--- src/rtl/core/bscs_pkg.sv ---
// ----------------------------------------------------------------------------
// Scene sequencer package
// Shared sizes, mode codes and the input word type for the scene sequencer.
// ----------------------------------------------------------------------------
package bscs_pkg;

    // Table sizes
    localparam int MAX_SCENES      = 16;
    localparam int MAX_TRACKS      = 8;
    localparam int MAX_CHAIN_STEPS = 16;

    // Field widths
    localparam int MODE_W   = 3;
    localparam int SCENE_W  = 4;
    localparam int TRACK_W  = 3;
    localparam int BANK_W   = 8;
    localparam int STEP_W   = 4;
    localparam int REPEAT_W = 8;
    localparam int LEN_W    = 5;

    // Derived storage sizes
    localparam int BANK_DEPTH = MAX_SCENES * MAX_TRACKS;
    localparam int ADDR_W     = $clog2(BANK_DEPTH);
    localparam int SIU_W      = $clog2(MAX_SCENES + 1);
    localparam int BAR_W      = 8;
    localparam logic [BAR_W-1:0] BAR_MAX = '1;

    // Mode codes
    localparam logic [MODE_W-1:0] MODE_WRITE_BANK = 3'd0;
    localparam logic [MODE_W-1:0] MODE_WRITE_STEP = 3'd1;
    localparam logic [MODE_W-1:0] MODE_SET_CHAIN  = 3'd2;
    localparam logic [MODE_W-1:0] MODE_QUEUE      = 3'd3;
    localparam logic [MODE_W-1:0] MODE_APPLY_NOW  = 3'd4;
    localparam logic [MODE_W-1:0] MODE_START      = 3'd5;
    localparam logic [MODE_W-1:0] MODE_BAR        = 3'd6;
    localparam logic [MODE_W-1:0] MODE_QUERY      = 3'd7;

    // One input word, split into its fields
    typedef struct packed {
        logic [MODE_W-1:0]   mode;
        logic [SCENE_W-1:0]  scene_index;
        logic [TRACK_W-1:0]  track_index;
        logic [BANK_W-1:0]   bank_value;
        logic [STEP_W-1:0]   step_index;
        logic [REPEAT_W-1:0] repeat_bars;
        logic [LEN_W-1:0]    chain_len;
        logic                loop_enable;
    } item_t;

endpackage

--- src/rtl/core/bscs_scene_store.sv ---
// ----------------------------------------------------------------------------
// Scene store
// Bank index memory with per-entry valid bits, scene valid bits, scene count
// and the registered bank query result.
// ----------------------------------------------------------------------------
module bscs_scene_store (
    input  logic                                 clk,
    input  logic                                 rst_n,
    input  logic                                 go,
    input  bscs_pkg::item_t                      item,
    input  logic [bscs_pkg::SCENE_W-1:0]         active_scene,
    output logic [bscs_pkg::MAX_SCENES-1:0]      scene_valid,
    output logic [bscs_pkg::BANK_W-1:0]          bank_q
);
    import bscs_pkg::*;

    logic [BANK_W-1:0]     bank_mem [BANK_DEPTH];
    logic [BANK_DEPTH-1:0] entry_valid_reg;
    logic [MAX_SCENES-1:0] scene_valid_reg;
    logic [SIU_W-1:0]      siu_reg;
    logic [SIU_W-1:0]      siu_next;
    logic [BANK_W-1:0]     rd_data_reg;
    logic                  hit_reg;
    logic                  hit_next;
    logic                  wr_en;
    logic [ADDR_W-1:0]     wr_addr;
    logic [ADDR_W-1:0]     rd_addr;

    assign scene_valid = scene_valid_reg;

    // Write and query decode
    always_comb
    begin
        wr_en   = go && (item.mode == MODE_WRITE_BANK)
                  && (int'(item.scene_index) < MAX_SCENES)
                  && (int'(item.track_index) < MAX_TRACKS);
        wr_addr = ADDR_W'(int'(item.scene_index) * MAX_TRACKS + int'(item.track_index));
        rd_addr = ADDR_W'(int'(active_scene) * MAX_TRACKS + int'(item.track_index));
        siu_next = siu_reg;
        if (wr_en && (SIU_W'(item.scene_index) >= siu_reg))
        begin
            siu_next = SIU_W'(item.scene_index) + SIU_W'(1);
        end
        hit_next = (item.mode == MODE_QUERY)
                   && (int'(item.track_index) < MAX_TRACKS)
                   && (SIU_W'(active_scene) < siu_reg)
                   && scene_valid_reg[active_scene]
                   && entry_valid_reg[rd_addr];
    end

    // Bank memory: one write and one registered read per cycle, both only on go
    always_ff @(posedge clk)
    begin
        if (wr_en)
        begin
            bank_mem[wr_addr] <= item.bank_value;
        end
        if (go)
        begin
            rd_data_reg <= bank_mem[rd_addr];
        end
    end

    // Valid bits, scene count and query hit flag
    always_ff @(posedge clk or negedge rst_n)
    begin
        if (!rst_n)
        begin
            entry_valid_reg <= '0;
            scene_valid_reg <= '0;
            siu_reg         <= '0;
            hit_reg         <= 1'b0;
        end
        else
        begin
            if (wr_en)
            begin
                entry_valid_reg[wr_addr]           <= 1'b1;
                scene_valid_reg[item.scene_index]  <= 1'b1;
            end
            siu_reg <= siu_next;
            if (go)
            begin
                hit_reg <= hit_next;
            end
        end
    end

    // A query that misses reads as zero
    assign bank_q = hit_reg ? rd_data_reg : '0;

    // The scene count never exceeds the table size.
    assert property (@(posedge clk) disable iff (!rst_n)
        int'(siu_reg) <= MAX_SCENES)
        else $error("scene count beyond table size");

    // A bank write marks its scene valid and covers it in the scene count.
    assert property (@(posedge clk) disable iff (!rst_n)
        wr_en |=> scene_valid_reg[$past(item.scene_index)]
                  && (siu_reg > SIU_W'($past(item.scene_index))))
        else $error("bank write did not mark scene");

endmodule

--- src/rtl/core/bscs_chain_ctrl.sv ---
// ----------------------------------------------------------------------------
// Chain controller
// Chain step tables, chain position, bar counter and the active and pending
// scene registers, updated by one input word per cycle while go is high.
// ----------------------------------------------------------------------------
module bscs_chain_ctrl (
    input  logic                             clk,
    input  logic                             rst_n,
    input  logic                             go,
    input  bscs_pkg::item_t                  item,
    input  logic [bscs_pkg::MAX_SCENES-1:0]  scene_valid,
    output logic [bscs_pkg::SCENE_W-1:0]     active_next
);
    import bscs_pkg::*;

    logic [SCENE_W-1:0]  step_scene_reg  [MAX_CHAIN_STEPS];
    logic [REPEAT_W-1:0] step_repeat_reg [MAX_CHAIN_STEPS];
    logic [LEN_W-1:0]    len_reg;
    logic [LEN_W-1:0]    len_next;
    logic                wraps_reg;
    logic                wraps_next;
    logic [STEP_W-1:0]   pos_reg;
    logic [STEP_W-1:0]   pos_next;
    logic [BAR_W-1:0]    bar_reg;
    logic [BAR_W-1:0]    bar_next;
    logic [SCENE_W-1:0]  active_reg;
    logic [SCENE_W-1:0]  pending_reg;
    logic [SCENE_W-1:0]  pending_next;
    logic [BAR_W-1:0]    bar_cnt;
    logic [LEN_W-1:0]    pos_inc;
    logic [SCENE_W-1:0]  next_scene;
    logic                step_wr;

    // Next-state logic for one word
    always_comb
    begin
        len_next     = len_reg;
        wraps_next   = wraps_reg;
        pos_next     = pos_reg;
        bar_next     = bar_reg;
        active_next  = active_reg;
        pending_next = pending_reg;
        bar_cnt      = bar_reg;
        pos_inc      = LEN_W'(pos_reg) + LEN_W'(1);
        next_scene   = '0;
        step_wr      = 1'b0;

        unique case (item.mode)
            MODE_WRITE_BANK,
            MODE_QUERY:
            begin
                // Handled by the scene store
            end
            MODE_WRITE_STEP:
            begin
                step_wr = int'(item.step_index) < MAX_CHAIN_STEPS;
            end
            MODE_SET_CHAIN:
            begin
                len_next   = (item.chain_len > LEN_W'(MAX_CHAIN_STEPS)) ?
                             LEN_W'(MAX_CHAIN_STEPS) : item.chain_len;
                wraps_next = item.loop_enable;
                pos_next   = '0;
                bar_next   = '0;
            end
            MODE_QUEUE:
            begin
                if ((int'(item.scene_index) < MAX_SCENES) && scene_valid[item.scene_index])
                begin
                    pending_next = item.scene_index;
                end
            end
            MODE_APPLY_NOW:
            begin
                if (int'(item.scene_index) < MAX_SCENES)
                begin
                    active_next  = item.scene_index;
                    pending_next = item.scene_index;
                end
            end
            MODE_START:
            begin
                bar_next = '0;
            end
            MODE_BAR:
            begin
                // Pending switch takes effect first and restarts the count.
                if (pending_reg != active_reg)
                begin
                    active_next = pending_reg;
                    bar_cnt     = '0;
                end
                bar_next = bar_cnt;
                if (len_reg != '0)
                begin
                    if (bar_cnt != BAR_MAX)
                    begin
                        bar_cnt = bar_cnt + BAR_W'(1);
                    end
                    bar_next = bar_cnt;
                    // The position always stays below the chain length.
                    if (bar_cnt >= step_repeat_reg[pos_reg])
                    begin
                        bar_next = '0;
                        if (wraps_reg && (pos_inc == len_reg))
                        begin
                            pos_inc = '0;
                        end
                        if (!wraps_reg && (pos_inc >= len_reg))
                        begin
                            pos_next = STEP_W'(len_reg - LEN_W'(1));
                        end
                        else
                        begin
                            pos_next   = STEP_W'(pos_inc);
                            next_scene = step_scene_reg[STEP_W'(pos_inc)];
                            if (scene_valid[next_scene])
                            begin
                                pending_next = next_scene;
                            end
                        end
                    end
                end
            end
        endcase
    end

    // Chain step tables
    always_ff @(posedge clk or negedge rst_n)
    begin
        if (!rst_n)
        begin
            for (int i = 0; i < MAX_CHAIN_STEPS; i++)
            begin
                step_scene_reg[i]  <= '0;
                step_repeat_reg[i] <= '0;
            end
        end
        else if (go && step_wr)
        begin
            step_scene_reg[item.step_index]  <= item.scene_index;
            step_repeat_reg[item.step_index] <= item.repeat_bars;
        end
    end

    // Chain and scene state
    always_ff @(posedge clk or negedge rst_n)
    begin
        if (!rst_n)
        begin
            len_reg     <= '0;
            wraps_reg   <= 1'b0;
            pos_reg     <= '0;
            bar_reg     <= '0;
            active_reg  <= '0;
            pending_reg <= '0;
        end
        else if (go)
        begin
            len_reg     <= len_next;
            wraps_reg   <= wraps_next;
            pos_reg     <= pos_next;
            bar_reg     <= bar_next;
            active_reg  <= active_next;
            pending_reg <= pending_next;
        end
    end

    // The chain position stays inside the chain, and at zero with no chain.
    assert property (@(posedge clk) disable iff (!rst_n)
        (len_reg != '0) ? (LEN_W'(pos_reg) < len_reg) : (pos_reg == '0))
        else $error("chain position outside chain");

    // The chain length never exceeds the step table.
    assert property (@(posedge clk) disable iff (!rst_n)
        int'(len_reg) <= MAX_CHAIN_STEPS)
        else $error("chain length beyond step table");

endmodule

--- src/rtl/core/bar_synced_scene_chain_sequencer.sv ---
// ----------------------------------------------------------------------------
// Bar-synced scene chain sequencer
// Top level: input register, scene store, chain controller, result register.
// ----------------------------------------------------------------------------
// Usage:
// Each input word on the s_ channel carries a mode in s_tuser and its operand
// fields in s_tdata. Every accepted word yields exactly one result word on the
// m_ channel: the active scene after the word is handled, and for a bank
// query the bank index of the addressed track of the active scene (zero for
// a track never written, an invalid scene or any other mode).
// An accepted word waits in the input register, then the state update and
// the registered bank memory read land together in the result register.
// Throughput is one word per cycle while the receiver does not stall, set by
// the state update and the single read port of the 128-entry bank memory.
// Reset clears the step tables, valid bits and state registers; the bank
// memory is covered by per-entry valid bits, so no clearing pass is needed
// and s_tready is high right after reset.
// When the receiver stalls, the result is held and the input register fills;
// s_tready drops only while both stages are full.
// ----------------------------------------------------------------------------
module bar_synced_scene_chain_sequencer (
    input  logic        clk,
    input  logic        rst_n,
    input  logic        s_tvalid,
    output logic        s_tready,
    // scene_index[3:0], track_index[6:4], bank_value[14:7], step_index[18:15],
    // repeat_bars[26:19], chain_len[31:27], loop_enable[32], zero[39:33]
    input  logic [39:0] s_tdata,
    // mode[2:0]
    input  logic [2:0]  s_tuser,
    output logic        m_tvalid,
    input  logic        m_tready,
    // current_scene[3:0], bank_out[11:4], zero[15:12]
    output logic [15:0] m_tdata
);
    import bscs_pkg::*;

    item_t                 in_item_reg;
    logic                  in_valid_reg;
    logic                  out_valid_reg;
    logic [SCENE_W-1:0]    scene_out_reg;
    logic                  advance;
    logic                  go;
    logic [MAX_SCENES-1:0] scene_valid;
    logic [SCENE_W-1:0]    active_next;
    logic [BANK_W-1:0]     bank_q;

    // Pipeline control
    assign advance  = !out_valid_reg || m_tready;
    assign go       = in_valid_reg && advance;
    assign s_tready = !in_valid_reg || advance;

    // Input register
    always_ff @(posedge clk or negedge rst_n)
    begin
        if (!rst_n)
        begin
            in_valid_reg <= 1'b0;
        end
        else if (s_tready)
        begin
            in_valid_reg <= s_tvalid;
        end
    end

    always_ff @(posedge clk or negedge rst_n)
    begin
        if (!rst_n)
        begin
            in_item_reg <= '0;
        end
        else if (s_tready && s_tvalid)
        begin
            in_item_reg.mode        <= s_tuser;
            in_item_reg.scene_index <= s_tdata[3:0];
            in_item_reg.track_index <= s_tdata[6:4];
            in_item_reg.bank_value  <= s_tdata[14:7];
            in_item_reg.step_index  <= s_tdata[18:15];
            in_item_reg.repeat_bars <= s_tdata[26:19];
            in_item_reg.chain_len   <= s_tdata[31:27];
            in_item_reg.loop_enable <= s_tdata[32];
        end
    end

    // Scene memory and query
    bscs_scene_store u_store (
        .clk          (clk),
        .rst_n        (rst_n),
        .go           (go),
        .item         (in_item_reg),
        .active_scene (active_next),
        .scene_valid  (scene_valid),
        .bank_q       (bank_q)
    );

    // Chain and scene switching
    bscs_chain_ctrl u_chain (
        .clk         (clk),
        .rst_n       (rst_n),
        .go          (go),
        .item        (in_item_reg),
        .scene_valid (scene_valid),
        .active_next (active_next)
    );

    // Result register
    always_ff @(posedge clk or negedge rst_n)
    begin
        if (!rst_n)
        begin
            out_valid_reg <= 1'b0;
        end
        else if (advance)
        begin
            out_valid_reg <= in_valid_reg;
        end
    end

    always_ff @(posedge clk)
    begin
        if (go)
        begin
            scene_out_reg <= active_next;
        end
    end

    assign m_tvalid = out_valid_reg;
    assign m_tdata  = {4'b0, bank_q, scene_out_reg};

    // A full input register is only blocked by a stalled result.
    assert property (@(posedge clk) disable iff (!rst_n)
        (in_valid_reg && !s_tready) |-> (out_valid_reg && !m_tready))
        else $error("input stage blocked without a stalled result");

    // A processed word always shows up as a result on the next cycle.
    assert property (@(posedge clk) disable iff (!rst_n)
        go |=> out_valid_reg)
        else $error("processed word lost");

endmodule

--- config.mk ---
export PLATFORM = sky130hd
export DESIGN_NAME = bar_synced_scene_chain_sequencer
export DESIGN_NICKNAME = d
export VERILOG_FILES = /design/src/rtl/core/bscs_pkg.sv /design/src/rtl/core/bscs_scene_store.sv /design/src/rtl/core/bscs_chain_ctrl.sv /design/src/rtl/core/bar_synced_scene_chain_sequencer.sv
export SDC_FILE = /design/constraint.sdc
export NUM_CORES = 2
export LEC_CHECK = 0
export BUFFER_PORTS_ARGS = -buffer_cell sky130_fd_sc_hd__buf_2
export CORE_AREA = 2 2 327 394
export CTS_BUF_LIST = sky130_fd_sc_hd__clkbuf_4 sky130_fd_sc_hd__clkbuf_8 sky130_fd_sc_hd__clkbuf_16
export DETAILED_ROUTE_END_ITERATION = 8
export DIE_AREA = 0 0 329 396
export GPL_TIMING_DRIVEN = 0
export PLACE_DENSITY = 0.68
export SYNTH_ARGS = -nofsm -noshare
export SYNTH_HDL_FRONTEND = slang
export SYNTH_SLANG_ARGS = --single-unit
--- constraint.sdc ---
create_clock -name clk -period 6.8 [get_ports clk]
set_clock_uncertainty 0.05 [all_clocks]
set_input_delay 1.36 -clock clk [delete_from_list [all_inputs] [get_ports clk]]
set_output_delay 1.36 -clock clk [all_outputs]
set_load 0.05 [all_outputs]
==> insert_results.sql <==
INSERT INTO impl_metrics (metric_group, metric, value, unit) VALUES
('drt', 'drc', '0', ''),
('global_route', 'grt_first_pass_wirelength', '261000', 'um'),
('critical_path', 'end_kind', 'flop', ''),
('synth', 'synth_top_cells_by_count', 'edfxtp_1 (1036), dfrtp_1 (406), a22oi_1 (322)', ''),
('critical_path', 'arrival', '7.39', 'ns'),
('global_route', 'globalRouteOverflowTotal', '0', ''),
('clocking', 'cts-hold-fix-buffers', '0', ''),
('synth', 'synth_xor_area_frac', '0.00307', ''),
('clocking', 'cts.path.max_buffers', '3', ''),
('timing', 'min_period_over_period', '1.02', ''),
('timing', 'max-slew-margin-rel', '-0.0473', ''),
('placement', 'detailedPlace.worstSlack', '0.0120', 'ns'),
('final_layout', 'fill_cell_total_of_the_finished_layout', '10306', ''),
('final_layout', 'finish.utilization', '0.508', ''),
('drt', 'routedWlPerCell', '33.2', 'um'),
('outcome', 'violated_checks', 'capacitance limit, slew limit, setup timing', ''),
('synth', 'asyncSetResetFlopFracSynth', '0.282', ''),
('synth', 'yosys.area_share.adder', '0.00618', ''),
('synth', 'synthDominantCellAreaShare', '0.549', ''),
('timing', 'grt_setup_unrepaired', 'false', ''),
('synth', 'synthMostInstantiatedCell', 'edfxtp_1', ''),
('drt', 'detail_route.wirelength', '186000', 'um'),
('global_route', 'grt_start_max_net_pins', '117', ''),
('floorplanning', 'die-area', '130000', 'um2'),
('floorplanning', 'die_width', '329', 'um'),
('timing', 'setup_slack', '-0.156', 'ns'),
('global_route', 'grt_antenna_before_repair', '10', ''),
('floorplanning', 'fp.dieH', '396', 'um'),
('timing', 'timing.final.setup_violations', '1', ''),
('final_layout', 'multi_input_area', '14300', 'um2'),
('clocking', 'cts_root_buffer', 'clkbuf_16', ''),
('drt', 'dr_total_vias', '35989', ''),
('global_route', 'vias_in_the_first_global_route', '35118', ''),
('clocking', 'tritoncts_num_sinks', '1442', ''),
('placement', 'gp_congestion', '1.09', ''),
('drt', 'drt-initial-drc-count', '5467', ''),
('critical_path', 'worst-endpoint-required', '7.24', 'ns'),
('drt', 'ant_nets', '0', ''),
('final_layout', 'finish.net_count', '3892', ''),
('floorplanning', 'floorplan.initialDensity', '0.449', ''),
('synth', 'synth_top_cell_by_area', 'edfxtp_1', ''),
('final_layout', 'largest_register_ffs', '1024', ''),
('floorplanning', 'placeableCoreArea', '126000', 'um2'),
('synth', 'number_of_distinct_library_cell_variants_in_the_gate_level_netlist_after_synthesis', '73', ''),
('timing', 'post-route-min-period', '6.96', 'ns'),
('power', 'leakage', '23.1', 'nW'),
('floorplanning', 'design.portCount', '65', ''),
('synth', 'synth_enable_flop_cells', '1036', ''),
('outcome', 'status', 'finished with violations', ''),
('final_layout', 'instances_no_fill', '5602', ''),
('placement', 'numPortBuffers', '53', ''),
('synth', 'largest_family_of_logic_cells_by_synthesized_area', 'compound AO/OA/AOI/OAI gates', ''),
('synth', 'synth_seq_cells', '1442', ''),
('synth', 'synth_compound_area_frac', '0.108', ''),
('worst_hold_path', 'worst_hold_path_type', 'in2async', ''),
('clocking', 'numCtsBuffers', '141', ''),
('synth', 'synthCells', '3606', ''),
('timing', 'number_of_max_slew_violations_in_the_final_report', '32', ''),
('timing', 'report.final.hold_viol_count', '0', ''),
('timing', 'timing.fmax', '0.144', 'GHz'),
('global_route', 'grt.total_usage', '0.285', ''),
('critical_path', 'setup.worst_path.start_class', 'flop', ''),
('clocking', 'ctsHtreeMaxLevel', '4', ''),
('synth', 'sequential_cell_area_fraction_in_the_yosys_report', '0.728', ''),
('synth', 'most_instantiated_flip_flop_cell_in_the_synthesis_netlist', 'edfxtp_1', ''),
('critical_path', 'critical_path_peak_fanout', '10', ''),
('synth', 'avgSynthCellArea', '15.7', 'um2'),
('synth', 'syn-cell-area', '56700', 'um2'),
('job', 'number_of_max_cap_violations', '4', ''),
('timing', 'worst-slew-pin-transition', '1.57', 'ns'),
('placement', 'post-dp-hpwl', '123000', 'um');
## area by class of cell
class / instances / area share
Multi-Input combinational cell: 1887 / 0.223
Sequential cell: 1442 / 0.644
Buffer: 249 / 0.0157
Clock inverter: 57 / 0.00923
Inverter: 31 / 0.00181
Tap cell: 1667 / 0.0325
Antenna cell: 6 / 0.000234
Clock buffer: 198 / 0.0638
Timing Repair Buffer: 65 / 0.00933
## worst paths after layout
path	startpoint	cells after the start	endpoint	slack, ns
setup / recovery	in_item_reg[28]	12	u_store.rd_data_reg[4]	-0.16
hold / removal	rst_n	1	u_chain.step_repeat_reg[108]	0.33
setup reg to reg	in_item_reg[28]	12	u_store.rd_data_reg[4]	-0.16
hold reg to reg	u_store.entry_valid_reg[36]	1	u_store.entry_valid_reg[36]	0.41
max in group asynchronous	rst_n	4	u_store.entry_valid_reg[115]	4.68
min in group clk	u_store.entry_valid_reg[36]	1	u_store.entry_valid_reg[36]	0.41
## what timing repair did
item,in CTS,in global routing
endpoints found under the setup margin,7,5
pin swaps,0,0
gates resized for setup,3,8
## where the power goes
| part | leakage, nW | switching [W] | internal [W] |
|---|---|---|---|
| combinational | 5.98 | 0.00322 | 0.00143 |
| clock | 2.36 | 0.00335 | 0.00463 |
| sequential | 14.8 | 0.000421 | 0.0101 |
## worst max-delay path, cell delays in order (launching register included)
cell and delay, ns:
dfrtp_1 0.31, clkbuf_1 0.39, nand2b_1 0.61, nor2_1 0.29
clkbuf_1 0.80, clkbuf_1 1.12, buf_1 1.12, a22oi_1 0.21
nand4_1 0.25, nand3_1 0.21, o211ai_1 0.22, o21ai_0 0.34
o21ai_0 0.65
## metal layers
metal | routed length, um | GRT usage | vias to the layer above
li1 | - | - | 14671
met4 | 13100 | 0.171 | 16
met2 | 85100 | 0.442 | 2438
met3 | 22700 | 0.0982 | 589
met5 | 98 | 0 | -
met1 | 64800 | 0.343 | 18275
## cells by family (layout without fill, tap and decap cells)
logic type / Yosys count / count (layout)
flops: 1442 / 1442
compound gates: 825 / 825
simple gates: 694 / 694
mux: 317 / 317
buf+inv: 280 / 600
fa+ha+maj: 28 / 28
xor+xnor: 19 / 19
other cells: 1 / 10
## cells in the final DEF (no fill, tap or decap), types with 13 or more instances in the layout
cell type / netlist / final
o21ai_0: 118 / 118
inv_1: 24 / 24
clkinv_1: 4 / 24
a22oi_1: 322 / 322
edfxtp_1: 1036 / 1036
clkinv_2: 0 / 16
nor2_1: 187 / 187
clkbuf_8: 0 / 13
clkbuf_1: 182 / 174
nor3_1: 20 / 20
o22ai_1: 30 / 30
mux4_2: 50 / 50
or2_2: 135 / 135
buf_1: 53 / 49
nand4_1: 134 / 134
clkbuf_4: 0 / 41
mux2i_1: 36 / 36
dfrtp_1: 406 / 398
a22o_1: 109 / 109
a21oi_1: 39 / 39
o211ai_1: 34 / 34
buf_2: 6 / 59
nand2b_1: 34 / 34
clkbuf_16: 0 / 144
mux2_2: 231 / 231
nand3_1: 53 / 53
a221oi_1: 98 / 98
nand2_1: 85 / 85
and2_1: 14 / 14
ha_1: 28 / 28
## through the flow
stage               total power [W]  cell area [um2]  hold slack [ns]  setup TNS [ns]
detailed placement           0.0151            59400            0.397               0
CTS                          0.0229            64100            0.298               0
floorplan                    0.0130            56700            0.383               0
finish                       0.0231            64100            0.326          -0.156
global placement             0.0150            59000            0.394        -1567.67
global route                 0.0237            64100            0.313               0
Note: power is estimated with default switching activity, not from simulation.
